**config.mk**
```make
export PLATFORM = sky130hd
export DESIGN_NAME = lgge_rule_unit
export DESIGN_NICKNAME = d
export VERILOG_FILES = /design/src/life_grid_generation_engine_defines.svh /design/src/lgge_pkg.sv /design/src/lgge_rule_unit.sv
export SDC_FILE = /design/constraint.sdc
export NUM_CORES = 1
export LEC_CHECK = 0
export BUFFER_PORTS_ARGS = -buffer_cell sky130_fd_sc_hd__clkbuf_2
export CORE_ASPECT_RATIO = 1.1
export CORE_MARGIN = 8
export CORE_UTILIZATION = 35
export DETAILED_ROUTE_END_ITERATION = 12
export GPL_TIMING_DRIVEN = 0
export PLACE_DENSITY_LB_ADDON = 0.1
export SLEW_MARGIN = 20
export SYNTH_ARGS = -nofsm -noshare
export SYNTH_HDL_FRONTEND = slang
export SYNTH_SLANG_ARGS = --single-unit
```
**constraint.sdc**
```tcl
create_clock -name vclk -period 2.8
set_clock_uncertainty 0.1 [all_clocks]
set_input_delay 0.28 -clock vclk [all_inputs]
set_output_delay 0.28 -clock vclk [all_outputs]
set_load 0.005 [all_outputs]
```
**src/life_grid_generation_engine_defines.svh**
```systemverilog
// ----------------------------------------------------------------------------
// Life grid generation engine assertion macros
// Shared concurrent assertion wrappers, clocked on clk_i, held off in reset.
// ----------------------------------------------------------------------------
`ifndef LIFE_GRID_GENERATION_ENGINE_DEFINES_SVH
`define LIFE_GRID_GENERATION_ENGINE_DEFINES_SVH

// Assert a property on every rising edge outside reset.
`define LGGE_ASSERT(label, prop, msg) \
  label: assert property (@(posedge clk_i) disable iff (!rst_ni) (prop)) \
    else $error(msg);

// Assert an implication on every rising edge outside reset.
`define LGGE_ASSERT_IMPL(label, pre, post, msg) \
  label: assert property (@(posedge clk_i) disable iff (!rst_ni) (pre) |-> (post)) \
    else $error(msg);

// Assert an implication checked on the next rising edge, outside reset.
`define LGGE_ASSERT_NEXT(label, pre, post, msg) \
  label: assert property (@(posedge clk_i) disable iff (!rst_ni) (pre) |=> (post)) \
    else $error(msg);

`endif

```
**src/lgge_pkg.sv**
```systemverilog
// ----------------------------------------------------------------------------
// Life grid package
// Grid dimensions, rule counts and command codes for the generation engine.
// ----------------------------------------------------------------------------
package lgge_pkg;

  localparam int GRID_LINES  = 64;
  localparam int LINE_CELLS  = 64;
  localparam int LINE_BITS_W = 64;
  localparam int IDX_W       = $clog2(GRID_LINES);
  localparam int COUNT_W     = 4;

  localparam logic [COUNT_W-1:0] BIRTH_COUNT   = COUNT_W'(3);
  localparam logic [COUNT_W-1:0] SURVIVE_COUNT = COUNT_W'(2);

  typedef enum logic [1:0] {
    CMD_CLEAR   = 2'd0,
    CMD_TOGGLE  = 2'd1,
    CMD_ADVANCE = 2'd2,
    CMD_READ    = 2'd3
  } cmd_e;

  typedef logic [LINE_CELLS-1:0] line_t;

endpackage

```
**src/lgge_rule_unit.sv**
```systemverilog
// ----------------------------------------------------------------------------
// B3/S23 rule unit
// Computes one new line from the old line and its two neighbouring lines.
// ----------------------------------------------------------------------------
module lgge_rule_unit
  import lgge_pkg::*;
(
  input  line_t above_i,
  input  line_t centre_i,
  input  line_t below_i,
  output line_t fresh_o
);

  // Pad with dead cells at both ends: no wrap.
  logic [LINE_CELLS+1:0] above_pad;
  logic [LINE_CELLS+1:0] centre_pad;
  logic [LINE_CELLS+1:0] below_pad;

  assign above_pad  = {1'b0, above_i, 1'b0};
  assign centre_pad = {1'b0, centre_i, 1'b0};
  assign below_pad  = {1'b0, below_i, 1'b0};

  always_comb begin
    logic [COUNT_W-1:0] count;
    fresh_o = '0;
    for (int p = 0; p < LINE_CELLS; p++) begin
      count = COUNT_W'(above_pad[p])  + COUNT_W'(above_pad[p+1]) + COUNT_W'(above_pad[p+2])
            + COUNT_W'(centre_pad[p])                            + COUNT_W'(centre_pad[p+2])
            + COUNT_W'(below_pad[p])  + COUNT_W'(below_pad[p+1]) + COUNT_W'(below_pad[p+2]);
      fresh_o[p] = (count == BIRTH_COUNT) || (centre_i[p] && (count == SURVIVE_COUNT));
    end
  end

endmodule

```
# After elaboration in Yosys (flattened, before gate mapping)
# Cells that the tools add are included.
totals:
  elab_cells: 697
  reg_bits: 0
  inputBits: 192
  out_inout_bits: 64
classes:
  addsub: 441
  reduce_logical: 128
  eq_ne: 128
ops:
  columns: ["cell", "count"]
  rows:
  - ["$add 4x1->4", 252]
  - ["$eq 4x2->1 const B", 128]
  - ["$add 3x1->4", 63]
  - ["$add 2x1->3", 63]
  - ["$add 1x1->2", 63]
  - ["$logic_and 1x1->1", 64]
  - ["$logic_or 1x1->1", 64]

# Depth between registers and ports, before layout
depth:
  word_depth: 10
  depth_mapped: 9
  depth_no_buf: 9

# Worst setup path before layout
# Ideal clock, no wire load.
synth_path:
  path_kind: "input port to output port"
  start: "input port above_i[30]"
  end: "output port fresh_o[31]"
  path_buffers: 0
  path_slack_ns: -0.336
  cell_stages: 9
  arrival_time_ns: 2.756
  required_time_ns: 2.420
  cell_sequence: "inv_1 > fa_1 > fa_1 > fa_1 > inv_1 > ha_1 > fa_1 > or2_0 > a21oi_1"
synth_between:
  elab_chain_cells: 10
  elab_cells_between_ends: 11
  classes_between: "add/sub (7); eq/ne (2); reduce/logical (2)"
synth_rtl:
  columns: ["element", "line_no", "text"]
  rows:
  - ["from (decl)", "lgge_rule_unit.sv:8", "input line_t above_i,"]
  - ["$add 1x1->2 *", "lgge_rule_unit.sv:27", "count = COUNT_W'(above_pad[p]) + COUNT_W'(above_pad[p+1]) + COUNT_W'(above_pad[p+2])"]
  - ["$add 2x1->3 *", "lgge_rule_unit.sv:27", null]
  - ["$add 3x1->4 *", "lgge_rule_unit.sv:28", "+ COUNT_W'(centre_pad[p]) + COUNT_W'(centre_pad[p+2])"]
  - ["$add 4x1->4 *", "lgge_rule_unit.sv:28", null]
  - ["$add 4x1->4 * (3 in series)", "lgge_rule_unit.sv:29", "+ COUNT_W'(below_pad[p]) + COUNT_W'(below_pad[p+1]) + COUNT_W'(below_pad[p+2]);"]
  - ["$eq 4x2->1", "lgge_rule_unit.sv:30", "fresh_o[p] = (count == BIRTH_COUNT) || (centre_i[p] && (count == SURVIVE_COUNT));"]
  - ["$logic_and 1x1->1", "lgge_rule_unit.sv:30", null]
  - ["$logic_or 1x1->1 *", "lgge_rule_unit.sv:30", null]
  - ["to (decl)", "lgge_rule_unit.sv:11", "output line_t fresh_o"]
# Every way passes the cells marked *; elsewhere a longest branch is shown, timed or not.

# Worst setup path after layout
layout_path:
  start: "input port above_i[46]"
  end: "output port fresh_o[47]"
# Same word-level chain as after synthesis.

==> results.ini <==
[placement]
port_buffers=256
hpwl_mm=22.6
gp_congestion=0.758
pre_cts_ws_ns=-0.723

[detailed_routing]
via_count=8122
routed_wl_mm=22.8
firstDrtPassIters=6
viasPerCell=4.33
antenna_left=0
wl_per_cell_um=12.2
drt-initial-drc-count=109
drc_errors=0

[synthesis]
avgSynthCellArea_sq_um=8.95
yosysWarnings=0
synth_cells=1197
synthTopCellsByCount=442 x inv_1, 252 x fa_1, 188 x ha_1
yosysMostFrequentCell=inv_1
synth.top_cell.area_share=0.471
seq_area_frac_synth=0
synth_top_cells_by_area=fa_1 47%, ha_1 22%, inv_1 15%
syn-cell-area_sq_um=10700
yosys.area.top_type=fa_1
synth_nets=1829
ys_types=14

[pwr]
leakage_uw=0.00723
comb_power_share=1.000
seq_power_share=0
clkPwrFrac=0
swShare=0.518
p_int_uw=2430
vdd_drop_max_v=0.000164
powerDensity_nw_per_um2=365
switching_power_uw=2620

[timing]
rsz0062_at_grt=yes
slew_headroom=0.850
tightest_slew_ns=0.224
final.period_utilization=1.21
setup-violations-final=62
fmax_mhz=296
setup_ws_ns=-0.574
hold_viol=0
period_needed_ns=3.37
drv_slew=0
tns_ns=-31.55

[cells_and_area]
nFillCells=3046
drive_above_1_share=0.399
nClkBuffers=0
seq_cell_count=0
register_area_sq_um=0
finalNetCount=2094
area_delta_synth_final_pct=29.4

[floorplanning]
fp.coreArea_sq_um=30300
rows=67
die_w_um=183
ios=256
start_util=0.354
die_h_um=199
die_area_sq_um=36500

[setup_path]
worst-path-stages=11
crit_path_frequent_cell=fa_1
cp_num_buf_inv=4
cp-endpoint=fresh_o[47]
worst-endpoint-arrival_ns=2.99
cp_max_fo=2
endpoint_kind=primary output
cp_cell_sequence=clkbuf_2 > inv_2 > fa_1 > fa_1 > fa_1 > inv_1 > ha_2 > fa_2 > o21ai_1 > a21oi_2 > buf_2
slowest_stage=fa_1
crit_family=adder cells
cp.required_ns=2.42
max_stage_delay_ns=0.56
start_kind=input pin
startpoint=above_i[46]
critical_path_class=input pin to primary output

[run_status]
violations=setup timing
status=finished with violations

[grt]
grt_max_degree=4
grt_pass1_vias=9110
grtUsageMet1=0.162
grt_use_met3=0.0309
grt_use_total=0.129
grt_first_pass_wirelength_mm=40.1
met2_usage=0.234
antenna_found_initial=1
grt_busiest_layer=met2
grt_overflow_total=0

[clocking]
ctsHoldBuffers=0

[worst_hold_path]
min_path_type=input pin to primary output

[run]
cap_viol_max_count=0

## per-stage QoR
| step | instance area, sq um | total power (uW) | util | hold WS (ns) | cells |
|---|---|---|---|---|---|
| 3_3_place_gp | 13000 | 4670 | 0.429 | 0.809 | 1867 |
| 4_1_cts | 13500 | 5020 | 0.445 | 0.806 | 1870 |
| 2_1_floorplan | 11200 | 3390 | - | 0.584 | 1197 |
| 6_report | 13900 | 5050 | 0.458 | 0.794 | 1875 |
| 3_5_place_dp | 13000 | 4760 | 0.429 | 0.803 | 1867 |
| 5_1_grt | 13900 | 6010 | 0.458 | 0.825 | 1875 |
## power groups by stage
stage | sequential (uW) | combinational (uW) | clock, uW
floorplan | 0 | 3390 | 0
global route | 0 | 6010 | 0.0000479
detailed placement | 0 | 4760 | 0
finish | 0 | 5050 | 0.0000479
CTS | 0 | 5020 | 0
global placement | 0 | 4670 | 0
## area by class of cell
class                           count  area (sq um)  share of cell area
Antenna cell                        1          2.50            0.000181
Timing Repair Buffer              263          1830               0.132
Inverter                          442          1770               0.128
Tap cell                          414           518              0.0374
Multi-Input combinational cell    755          9740               0.703
## layer usage
layer | vias up | wire [um]
met3 | 2 | 1640
met5 | - | 0
met4 | 0 | 68
met1 | 3833 | 9950
met2 | 148 | 11200
li1 | 4139 | -
## cells by family after synthesis
kind of cell | share of synthesized area
AND/OR/NAND/NOR | 0.0683
adder cells (fa/ha/maj) | 0.691
AO/OA/AOI/OAI | 0.0861
buffers and inverters | 0.155
## how the worst min path moves through the flow
stage,start,endpoint,slack [ns],depth (start not counted)
2_1_floorplan,centre_i[0],fresh_o[0],0.58,2
3_3_place_gp,centre_i[0],fresh_o[0],0.81,4
3_5_place_dp,centre_i[63],fresh_o[63],0.80,4
4_1_cts,centre_i[63],fresh_o[63],0.81,4
6_report,centre_i[2],fresh_o[2],0.79,4
5_1_grt,centre_i[2],fresh_o[2],0.83,4
## cell usage in the layout, fill, tap and decap left out, types with 9 or more instances in the layout
cell type	n
ha_4	9
a21oi_1	70
a21oi_2	52
fa_1	190
nand3_1	61
or2_0	13
ha_1	127
buf_2	61
buf_6	18
inv_4	34
inv_1	322
o21ai_2	23
clkbuf_2	131
clkbuf_8	31
or2_1	48
inv_2	83
o21ai_1	37
fa_2	62
buf_4	13
ha_2	52
## timing repair
action | in CTS | in global routing
pin swaps | 116 | 40
gates resized for setup | 187 | 197
setup buffers | 3 | 4
endpoints found under the setup margin | 62 | 62
## tightest hold or removal path, cell delays in order
cell	delay [ns]
buf_8	0.09
o21ai_2	0.05
a21oi_2	0.08
buf_2	0.11
Note: power is estimated with default switching activity, not from simulation.
