[src/life_grid_generation_engine_defines.svh]
// ----------------------------------------------------------------------------
// Life grid generation engine assertion macros
// Shared concurrent assertion wrappers, clocked on clk_i, held off in reset.
// ----------------------------------------------------------------------------
`ifndef LIFE_GRID_GENERATION_ENGINE_DEFINES_SVH
`define LIFE_GRID_GENERATION_ENGINE_DEFINES_SVH

// Assert a property on every rising edge outside reset.
`define LGGE_ASSERT(label, prop, msg) \
  label: assert property (@(posedge clk_i) disable iff (!rst_ni) (prop)) \
    else $error(msg);

// Assert an implication on every rising edge outside reset.
`define LGGE_ASSERT_IMPL(label, pre, post, msg) \
  label: assert property (@(posedge clk_i) disable iff (!rst_ni) (pre) |-> (post)) \
    else $error(msg);

// Assert an implication checked on the next rising edge, outside reset.
`define LGGE_ASSERT_NEXT(label, pre, post, msg) \
  label: assert property (@(posedge clk_i) disable iff (!rst_ni) (pre) |=> (post)) \
    else $error(msg);

`endif

[src/lgge_pkg.sv]
// ----------------------------------------------------------------------------
// Life grid package
// Grid dimensions, rule counts and command codes for the generation engine.
// ----------------------------------------------------------------------------
package lgge_pkg;

  localparam int GRID_LINES  = 64;
  localparam int LINE_CELLS  = 64;
  localparam int LINE_BITS_W = 64;
  localparam int IDX_W       = $clog2(GRID_LINES);
  localparam int COUNT_W     = 4;

  localparam logic [COUNT_W-1:0] BIRTH_COUNT   = COUNT_W'(3);
  localparam logic [COUNT_W-1:0] SURVIVE_COUNT = COUNT_W'(2);

  typedef enum logic [1:0] {
    CMD_CLEAR   = 2'd0,
    CMD_TOGGLE  = 2'd1,
    CMD_ADVANCE = 2'd2,
    CMD_READ    = 2'd3
  } cmd_e;

  typedef logic [LINE_CELLS-1:0] line_t;

endpackage

[src/lgge_line_cell.sv]
// ----------------------------------------------------------------------------
// Line cell
// One grid line in the rotating chain; loads its neighbour's line on shift.
// ----------------------------------------------------------------------------
module lgge_line_cell
  import lgge_pkg::*;
(
  input  logic  clk_i,
  input  logic  rst_ni,
  input  logic  shift_i,
  input  line_t line_i,
  output line_t line_o
);

  line_t line_q;
  line_t line_d;

  always_comb begin
    line_d = shift_i ? line_i : line_q;
  end

  always_ff @(posedge clk_i or negedge rst_ni) begin
    if (!rst_ni) begin
      line_q <= '0;
    end else begin
      line_q <= line_d;
    end
  end

  assign line_o = line_q;

endmodule

[config.mk]
export PLATFORM = sky130hd
export DESIGN_NAME = lgge_line_cell
export DESIGN_NICKNAME = d
export VERILOG_FILES = /design/src/life_grid_generation_engine_defines.svh /design/src/lgge_pkg.sv /design/src/lgge_line_cell.sv
export SDC_FILE = /design/constraint.sdc
export NUM_CORES = 1
export LEC_CHECK = 0
export BUFFER_PORTS_ARGS = -buffer_cell sky130_fd_sc_hd__buf_2
export CORE_MARGIN = 10
export CORE_UTILIZATION = 49
export CTS_CLUSTER_DIAMETER = 100
export DETAILED_ROUTE_END_ITERATION = 7
export PLACE_DENSITY = 0.84
export SLEW_MARGIN = 10
export SYNTH_ARGS = -nofsm -noshare
export SYNTH_HDL_FRONTEND = slang
export SYNTH_SLANG_ARGS = --single-unit
[constraint.sdc]
create_clock -name clk_i -period 1.45 [get_ports clk_i]
set_clock_uncertainty 0.1 [all_clocks]
set_input_delay 0.145 -clock clk_i [delete_from_list [all_inputs] [get_ports clk_i]]
set_output_delay 0.145 -clock clk_i [all_outputs]
set_load 0.02 [all_outputs]
---- Yosys cells after proc, flatten, opt, wreduce, memory -nomap -nowiden ----
Cells that the tools add are included.
cells by class
  $add $sub $neg .......................... 0
  $mul .................................... 0
  divide/modulo/power cells ............... 0
  magnitude comparators ................... 0
  equal/unequal tests ..................... 0
  shift operators ......................... 0
  mux-type cells .......................... 0
  bitwise operators ....................... 0
  reduce and logical (&&, ||, !) cells .... 0
storage, ports and cells
  flip-flop bits (word level) ............. 64
  bits in latches ......................... 0
  memory bits (writable) .................. 0
  memory bits (read-only) ................. 0
  input bits .............................. 67
  output and inout port bits .............. 64
  logic and storage cells ................. 1
  memories kept ........................... 0

---- Logic depth before layout (Yosys ltp) ----
Gate-level depths: netlist of run 1.
  depth in word-level cells ............... 0
  mapped depth ............................ 3
  mapped depth without buffers ............ 1

---- Worst setup path after synthesis of run 1 ----
No wires, ideal clock.
  path kind ............................... input port to flip-flop
  start ................................... input shift_i
  end ..................................... register line_q[10], in the netlist line_o[10]
  library setup time ...................... 125 ps
  arrival time ............................ 751 ps
  data required time ...................... 1225 ps
  slack ................................... 474 ps
  stages .................................. 3
  path buffers ............................ 2
  path through ............................ buf_6 buf_12 mux2_4
RTL lines
  item                    line                  text
  start: declaration      lgge_line_cell.sv:10  input logic shift_i,
  end signal: assignment  lgge_line_cell.sv:26  line_q <= line_d;
  end: declaration        lgge_line_cell.sv:15  line_t line_q;
No word-level cell between the ends.

---- Worst setup path after layout of run 1 ----
  start ................................... register line_q[15], in the netlist line_o[15]
  end ..................................... output line_o[15]
RTL lines
  item              line                  text
  end: declaration  lgge_line_cell.sv:12  output line_t line_o
No word-level cell between the ends.

==> flow_summary_export.csv, run 1 <==
group,metric,value,unit
sta,period_minus_slack,1.15,ns
worst_hold_path,min_path_type,"in -> reg",
clock_network,cts_buffer_depth,2,
global_route,antenna_found_initial,2,
sta,fin_ws,0.298,ns
yosys,synth_area_leaders,"dfrtp_1, mux2_4, buf_12",
sta,max_freq,868,MHz
setup_path,startpoint,"line_o[15]",
cells_and_area,fin_util,80.5,%
worst_hold_path,holdPathStages,2,
cells_and_area,layout.cells.most_common_list,"buf_2, dlygate4sd3_1, dfrtp_1, mux2_4, clkbuf_8",
yosys,yosys.cell_types.count,5,
pwr,pwr-share-comb,23.4,%
routing,num_vias,1913,
setup_path,r2r_slack,0.55,ns
clock_network,root_buffer,"clkbuf_8",
cells_and_area,largest_reg_flops,64,
setup_path,timing.rr.start,"line_o[15]",
setup_path,cp-start-kind,"register",
sta,worst_pin_slew,0.336,ns
die,die_area,8820,sq um
yosys,synth.top_cell.area_share,59.8,%
routing,via_per_inst,4.63,
cells_and_area,final_cells,413,
setup_path,slowest_delay,0.41,ns
yosys,synth.avg_cell_area,19.8,sq um
sta,hold_viol,0,
routing,wl,7.75,mm
placement,post-dp-hpwl,5.04,mm
placement,dp_slack,0.229,ns
die,fp-row-count,26,
cells_and_area,fin_nets,404,
die,ios,131,
cells_and_area,final_common_cell,"buf_2",
routing,drt_pass1_iterations,3,
cells_and_area,fillers,304,
cells_and_area,areaGrowthSynthToFinish,56.4,%
setup_path,path_class,"reg -> out",
pwr,total_power,4.63,mW
clock_network,cts_sinks,64,
yosys,syn_inst,135,
pwr,switching_share,27.4,%
cells_and_area,drive_above_1_share,61.9,%
yosys,synth_compound_area_share,0,%
yosys,ys_ff_latch,64,
sta,period_share,79.5,%
placement,place_area,3350,sq um
die,core,5200,sq um
yosys,synth_adder_area_share,0,%
clock_network,htree_levels,3,
global_route,gr-total-overflow,0,
die,die_w,93.9,um
sta,relSlewSlack,77.6,%
setup_path,critPathRequiredTime,1.21,ns
pwr,intPower,3.36,mW
pwr,p_switching,1.27,mW
setup_path,crit_buf_inv,1,
run_status,status,"complete, no violations",
cells_and_area,final-seq-area,1600,sq um
cells_and_area,fin_area,4190,sq um
global_route,grt_pass1_vias,2310,
pwr,power_frac_seq,44.7,%
yosys,yosysWarnings,0,
clock_network,clk_pin_slew_worst_paths,0.07,ns
die,dieHeight,93.9,um
yosys,synth-simple-area-share,0,%
setup_path,crit_chain,"buf_2",
placement,io_buffers,130,
clock_network,cts-buffers-inserted,9,
setup_path,cp-end-kind,"output port",
setup_path,worstPathMaxFanout,2,
yosys,synthMuxAreaShare,35.3,%
worst_hold_path,hold_end,"line_o[47]",
pwr,power_density,1100,nW/um^2
sta,fin_setup_tns,0,ns
routing,antenna_left,0,
global_route,grt_usage,18.3,%
yosys,synth_top_family_by_area,"multiplexers",
global_route,grt_max_degree,65,
setup_path,critical_path_arrival,0.91,ns
sta,setup_viol,0,
placement,gp_congestion,0.712,
setup_path,r2r-end,"line_o[15]",
yosys,synth_xor_area_share,0,%
setup_path,r2r_cells,1,
yosys,synth_top_area_cell,"dfrtp_1",
clock_network,cts_resized,0,
die,initial_core_util,51.5,%
worst_hold_path,hp-start,"shift_i",
routing,drtIter0Drc,36,
clock_network,cts_tree,"yes",
pwr,p_leak,2.17,nW
clock_network,clock_latency,0.32,ns
yosys,ys_seq_area_share,59.8,%
setup_path,crit_slowest_cell,"dfrtp_1",
global_route,grt_pass1_wl,12.4,mm
sta,finalMaxSlewViolations,0,
routing,drc,0,
cells_and_area,multi_input_area,946,sq um
sta,hold_ws,0.157,ns
sta,rsz0062_at_grt,"no",
setup_path,critPathTopFamily,"flip-flops",
yosys,synthesis.nets,202,
run,cap_viol_max_count,0,
placement,post-place-cells,331,
routing,wl_per_cell,18.8,um
pwr,clockPowerShare,31.9,%
pwr,vdd_drop_max,729,uV
yosys,syn_area,2680,sq um
==> logic make-up after synthesis <==
logic type             after synthesis
multiplexers                        64
flip-flops                          64
buffers and inverters                7
==> per-layer routing <==
metal / global-route usage [%] / up-vias / part of all wire [%]
met5: 0 / - / 0
li1: - / 877 / -
met1: 18.2 / 958 / 35
met3: 6.16 / 17 / 5.0
met4: 8.73 / 0 / 3.5
met2: 33.4 / 61 / 56
==> layout make-up <==
cell class	instances	share of cell area, %
clock buffers	11	3.37
well taps	70	2.09
multi-input cells	64	22.6
repair buffers	198	32.5
flip-flops and latches	64	38.2
clock inverters	4	1.07
diodes	2	0.119
==> worst max path at each step <==
stage | to | slack [ns] | cells past startpoint
after floorplan | line_o[10] | 0.47 | 3
after global routing | line_o[36] | 0.25 | 1
after CTS | line_o[13] | 0.29 | 1
after detailed placement | line_o[13] | 0.23 | 3
final | line_o[15] | 0.30 | 1
after global placement | line_o[38] | 0.25 | 3
==> Yosys cell counts, drive strengths merged <==
| cell type | n |
|---|---|
| buf | 7 |
| dfrtp | 64 |
| mux2 | 64 |
==> repair_timing <==
item	CTS	global route
setup endpoints to repair	0	0
hold endpoints to repair	128	0
setup buffers	0	0
hold buffers	65	0
==> power groups by stage <==
| stage | clock [mW] | combinational [mW] | sequential, mW |
|---|---|---|---|
| floorplan | 0 | 0.363 | 2.31 |
| global placement | 0 | 0.925 | 2.09 |
| detailed placement | 0 | 0.949 | 2.09 |
| CTS | 1.51 | 1.09 | 2.07 |
| global route | 1.60 | 1.15 | 2.10 |
| finish | 1.48 | 1.08 | 2.07 |
No activity file was read; power rests on OpenSTA's default activity.
==> run 2, diff against run 1 <==
--- a/config.mk
+++ b/config.mk
@@ -5,12 +5,13 @@
 export SDC_FILE = /design/constraint.sdc
 export NUM_CORES = 1
 export LEC_CHECK = 0
+export ABC_AREA = 1
 export BUFFER_PORTS_ARGS = -buffer_cell sky130_fd_sc_hd__buf_2
 export CORE_MARGIN = 10
-export CORE_UTILIZATION = 49
+export CORE_UTILIZATION = 44
 export CTS_CLUSTER_DIAMETER = 100
 export DETAILED_ROUTE_END_ITERATION = 7
-export PLACE_DENSITY = 0.84
+export PLACE_DENSITY = 0.79
 export SLEW_MARGIN = 10
 export SYNTH_ARGS = -nofsm -noshare
 export SYNTH_HDL_FRONTEND = slang
==> constraint.sdc (replaced) <==
create_clock -name clk_i -period 1.2 [get_ports clk_i]
set_clock_uncertainty 0.1 [all_clocks]
set_input_delay 0.12 -clock clk_i [delete_from_list [all_inputs] [get_ports clk_i]]
set_output_delay 0.12 -clock clk_i [all_outputs]
set_load 0.02 [all_outputs]
==> flow_summary_export.csv, run 2 <==
group,metric,value,unit
yosys,synthesis.nets,337,
clock_network,post_cts_buffers,0,
yosys,yosys.cell_types.count,6,
clock_network,cts_tree,"yes",
setup_path,crit_chain,"dlygate4sd3_1, buf_2, inv_2, clkbuf_16, nand2_1, nand2_1",
sta,rsz0062_at_grt,"no",
setup_path,critPathRequiredTime,1.35,ns
run_status,status,"complete, no violations",
yosys,synth.avg_cell_area,9.06,sq um
run,cap_viol_max_count,0,
setup_path,path_class,"in -> reg",
routing,via_per_inst,4.43,
yosys,synth.top_cell.area_share,65.5,%
sta,relSlewSlack,77.9,%
yosys,yosysWarnings,0,
routing,drt_pass1_iterations,4,
cells_and_area,drive_above_1_share,31.5,%
setup_path,slowest_delay,0.54,ns
yosys,ys_ff_latch,64,
die,dieHeight,94.6,um
yosys,syn_inst,270,
setup_path,cp-end-kind,"register",
setup_path,critPathTopFamily,"buffers and inverters",
cells_and_area,layout.cells.most_common_list,"nand2_1, buf_2, dlygate4sd3_1, dfrtp_1, clkbuf_8",
cells_and_area,multi_input_area,721,sq um
setup_path,cp-start-kind,"input pin",
sta,max_freq,880,MHz
pwr,power_density,1330,nW/um^2
global_route,gr-total-overflow,0,
sta,period_minus_slack,1.14,ns
die,initial_core_util,45.0,%
routing,drtIter0Drc,69,
placement,io_buffers,130,
yosys,synth_edf_count,0,
routing,antenna_left,0,
placement,post-dp-hpwl,4.53,mm
clock_network,cts_sinks,64,
clock_network,cts-buffers-inserted,9,
setup_path,worstPathMaxFanout,31,
clock_network,htree_levels,3,
setup_path,cp_common_cell,"nand2_1",
yosys,ys_seq_area_share,65.5,%
global_route,antenna_found_initial,1,
cells_and_area,largest_reg_flops,64,
sta,setup_viol,0,
die,fp-row-count,27,
clock_network,clk_pin_slew_worst_paths,0.06,ns
setup_path,crit_buf_inv,4,
cells_and_area,areaGrowthSynthToFinish,64.2,%
die,die_area,8940,sq um
setup_path,crit_slowest_cell,"dlygate4sd3_1",
pwr,vdd_drop_max,855,uV
global_route,grt_max_degree,65,
clock_network,root_buffer,"clkbuf_8",
placement,gp_congestion,0.749,
yosys,synth_top_area_cell,"dfrtp_1",
sta,finalMaxSlewViolations,0,
pwr,total_power,5.34,mW
routing,drc,0,
yosys,syn_area,2450,sq um
yosys,synth_area_leaders,"dfrtp_1, nand2_1, clkbuf_8",
yosys,ys_top_cells_by_count,"nand2_1, dfrtp_1, buf_2, clkbuf_8",
sta,worst_pin_slew,0.331,ns
routing,num_vias,2422,
cells_and_area,fin_nets,535,
clock_network,cts_resized,0,
die,ios,131,
global_route,grt_pass1_vias,2547,
routing,wl_per_cell,14.4,um
global_route,grt_usage,17.2,%
cells_and_area,fillers,421,
cells_and_area,final_common_cell,"nand2_1",
yosys,synth_most_common_cell,"nand2_1",
yosys,ys.flop_type,"dfrtp_1",
worst_hold_path,min_path_type,"in -> async",
cells_and_area,final-seq-area,1600,sq um
yosys,async_flop_share,100,%
clock_network,clock_latency,0.31,ns
sta,fin_setup_tns,0,ns
die,core,5440,sq um
routing,wl,7.87,mm
sta,hold_viol,0,
die,die_w,94.6,um
pwr,p_leak,2.29,nW
global_route,grt_pass1_wl,12.2,mm
clock_network,cts_buffer_depth,2,
sta,period_share,94.7,%
setup_path,critical_path_arrival,1.29,ns
[run 2: final cells by class]
| cell class | instances | area share, % |
|---|---|---|
| Clock buffer | 13 | 3.96 |
| Inverter | 1 | 0.0935 |
| Clock inverter | 3 | 0.997 |
| Tap cell | 72 | 2.24 |
| Sequential cell | 64 | 39.9 |
| Timing Repair Buffer | 200 | 34.8 |
| Antenna cell | 2 | 0.125 |
| Multi-Input combinational cell | 192 | 17.9 |
[run 2: power by group]
part / switching, mW / leakage [nW] / internal, mW
logic: 0.616 / 1.41 / 0.458
clock network: 0.747 / 0.103 / 1.07
registers: 0.102 / 0.779 / 2.35
total: 1.47 / 2.29 / 3.88
[run 2: routing by layer]
| metal | up-vias | wire, um | track usage [%] |
|---|---|---|---|
| li1 | 1204 | - | - |
| met1 | 1114 | 3040 | 18.8 |
| met2 | 94 | 4050 | 28.9 |
| met3 | 10 | 669 | 6.82 |
| met4 | 0 | 112 | 7.98 |
| met5 | - | 0 | 0 |
[run 2: repair_timing]
action	4_1_cts	5_1_grt
endpoints found under the setup margin	0	44
hold buffers	66	0
endpoints found under the hold margin	128	0
[run 2: cell families after synthesis]
group / Yosys count / synth area share [%]
flip-flops: 64 / 65.5
AND/OR/NAND/NOR: 192 / 29.5
buffers and inverters: 14 / 5.06
[run 2: final timing paths]
check | start | end | slack, ns | cells after the start
max reg2reg | line_o[0] | line_o[0] | 0.47 | 2
min | rst_ni | line_o[50] | 0.25 | 3
min in group clk_i | line_o[46] | line_o[46] | 0.36 | 2
max | shift_i | line_o[59] | 0.06 | 6
max in group asynchronous | rst_ni | line_o[1] | 0.48 | 3
min reg2reg | line_o[46] | line_o[46] | 0.36 | 2
[run 2: through the flow]
stage	hold WS (ns)	setup WS [ns]	instances	instance area, sq um	util [%]
4_1_cts	0.259	0.0550	544	3990	73.3
3_5_place_dp	0.0604	0.279	462	3130	57.5
6_report	0.255	0.0634	547	4020	73.8
3_3_place_gp	0.0567	0.306	462	3130	57.5
5_1_grt	0.282	0.0175	546	4010	73.8
2_1_floorplan	-0.276	0.424	270	2450	-
[run 2: worst register-to-register path: stages (launching register included)]
cell     delay, ns
dfrtp_1       0.39
nand2_1       0.07
nand2_1       0.06
==> run 3, diff against run 2 <==
--- a/config.mk
+++ b/config.mk
@@ -5,13 +5,12 @@
 export SDC_FILE = /design/constraint.sdc
 export NUM_CORES = 1
 export LEC_CHECK = 0
-export ABC_AREA = 1
 export BUFFER_PORTS_ARGS = -buffer_cell sky130_fd_sc_hd__buf_2
 export CORE_MARGIN = 10
-export CORE_UTILIZATION = 44
-export CTS_CLUSTER_DIAMETER = 100
+export CORE_UTILIZATION = 46
+export CTS_CLUSTER_DIAMETER = 40
 export DETAILED_ROUTE_END_ITERATION = 7
-export PLACE_DENSITY = 0.79
+export PLACE_DENSITY = 0.8
 export SLEW_MARGIN = 10
 export SYNTH_ARGS = -nofsm -noshare
 export SYNTH_HDL_FRONTEND = slang
==> flow_summary_export.csv, run 3 (synthesis results as in run 1) <==
group,metric,value,unit
die,initial_core_util,48.1,%
setup_path,crit_buf_inv,1,
sta,period_minus_slack,1.12,ns
routing,drc,0,
sta,max_freq,893,MHz
global_route,grt_pass1_vias,2240,
routing,drt_pass1_iterations,4,
setup_path,crit_chain,"buf_2",
routing,antenna_left,0,
clock_network,clk_pin_slew_worst_paths,0.07,ns
global_route,grt_max_degree,65,
pwr,power_density,1340,nW/um^2
placement,post-dp-hpwl,5.15,mm
run,cap_viol_max_count,0,
placement,dp_slack,0.101,ns
cells_and_area,final_common_cell,"buf_2",
setup_path,critPathTopFamily,"flip-flops",
pwr,vdd_drop_max,832,uV
sta,period_share,93.4,%
cells_and_area,fillers,346,
global_route,grt_pass1_wl,12.0,mm
worst_hold_path,min_path_type,"in -> reg",
clock_network,cts_tree,"yes",
global_route,antenna_found_initial,0,
setup_path,slowest_delay,0.40,ns
placement,place_area,3390,sq um
clock_network,cts-buffers-inserted,9,
setup_path,cp-end-kind,"output port",
sta,finalMaxSlewViolations,0,
setup_path,cp-start-kind,"register",
setup_path,crit_slowest_cell,"dfrtp_1",
setup_path,worstPathMaxFanout,2,
run_status,status,"complete, no violations",
setup_path,r2r-end,"line_o[30]",
setup_path,critical_path_arrival,0.90,ns
setup_path,r2r_slack,0.30,ns
die,ios,131,
placement,io_buffers,130,
routing,wl,7.77,mm
cells_and_area,drive_above_1_share,62.0,%
cells_and_area,largest_reg_flops,64,
sta,worst_pin_slew,0.344,ns
sta,fin_setup_tns,0,ns
sta,setup_viol,0,
setup_path,path_class,"reg -> out",
cells_and_area,layout.cells.most_common_list,"buf_2, dlygate4sd3_1, dfrtp_1, mux2_4, clkbuf_8",
setup_path,timing.rr.start,"line_o[30]",
sta,rsz0062_at_grt,"no",
cells_and_area,areaGrowthSynthToFinish,58.1,%
die,fp-row-count,27,
worst_hold_path,hold_end,"line_o[60]",
routing,wl_per_cell,18.6,um
clock_network,cts_sinks,64,
routing,via_per_inst,4.57,
clock_network,htree_levels,3,
cells_and_area,antenna_cells,0,
setup_path,r2r_cells,1,
routing,num_vias,1904,
clock_network,cts-hold-fix-buffers,65,
global_route,gr-total-overflow,0,
die,die_w,96.3,um
sta,hold_viol,0,
sta,relSlewSlack,77.1,%
setup_path,critPathRequiredTime,0.98,ns
sta,fin_ws,0.0796,ns
clock_network,cts_resized,0,
pwr,total_power,5.66,mW
cells_and_area,fin_area,4240,sq um
worst_hold_path,holdPathStages,2,
clock_network,clock_latency,0.32,ns
pwr,p_leak,2.19,nW
die,die_area,9280,sq um
cells_and_area,fin_nets,407,
die,dieHeight,96.3,um
routing,drtIter0Drc,65,
placement,gp_congestion,0.754,
clock_network,cts_buffer_depth,2,
global_route,grt_usage,17.2,%
clock_network,post_cts_buffers,0,
worst_hold_path,hp-start,"shift_i",
die,core,5570,sq um
clock_network,root_buffer,"clkbuf_8",
==> run 3: cell count changes in the layout (fill, tap and decap cells not counted), moves of 2 or more <==
cell	before	now
nand2_1	192	0
mux2_4	0	60
mux2_2	0	4
buf_4	0	3
diode_2	2	0
==> run 3: routing by layer <==
layer,vias up,track usage (%),part of all wire (%)
li1,878,-,-
met1,937,17.8,36
met2,75,30.4,55
met3,14,6.61,7.8
met4,0,7.02,1.8
met5,-,0,0
==> run 3: how the worst max path moves through the flow <==
stage,cells past startpoint,to,start,slack [ns]
finish,1,line_o[30],line_o[30],0.08
global route,1,line_o[50],line_o[50],0.05
CTS,1,line_o[58],line_o[58],0.07
detailed placement,3,line_o[50],shift_i,0.10
global placement,3,line_o[46],shift_i,0.12
floorplan,3,line_o[10],shift_i,0.25
==> run 3: layout make-up <==
type                            instances  area [sq um]  share of cell area [%]
Timing Repair Buffer                  201          1400                    33.0
Clock inverter                          3          40.0                   0.945
Tap cell                               72          90.1                    2.13
Sequential cell                        64          1600                    37.8
Multi-Input combinational cell         64           946                    22.3
Clock buffer                           13           159                    3.75
==> run 3: where the power goes <==
| group | internal [mW] | switching (mW) | total, mW |
|---|---|---|---|
| Sequential | 2.37 | 0.127 | 2.50 |
| Clock | 1.07 | 0.776 | 1.85 |
| Combinational | 0.699 | 0.618 | 1.32 |
| Total | 4.14 | 1.52 | 5.66 |
==> run 3: per-stage QoR <==
stage / hold slack, ns / instances / util (%)
floorplan: -0.276 / 135 / -
global placement: 0.0528 / 336 / 60.7
detailed placement: 0.0602 / 336 / 60.7
CTS: 0.0890 / 417 / 76.0
global route: 0.0963 / 417 / 76.0
finish: 0.105 / 417 / 76.0
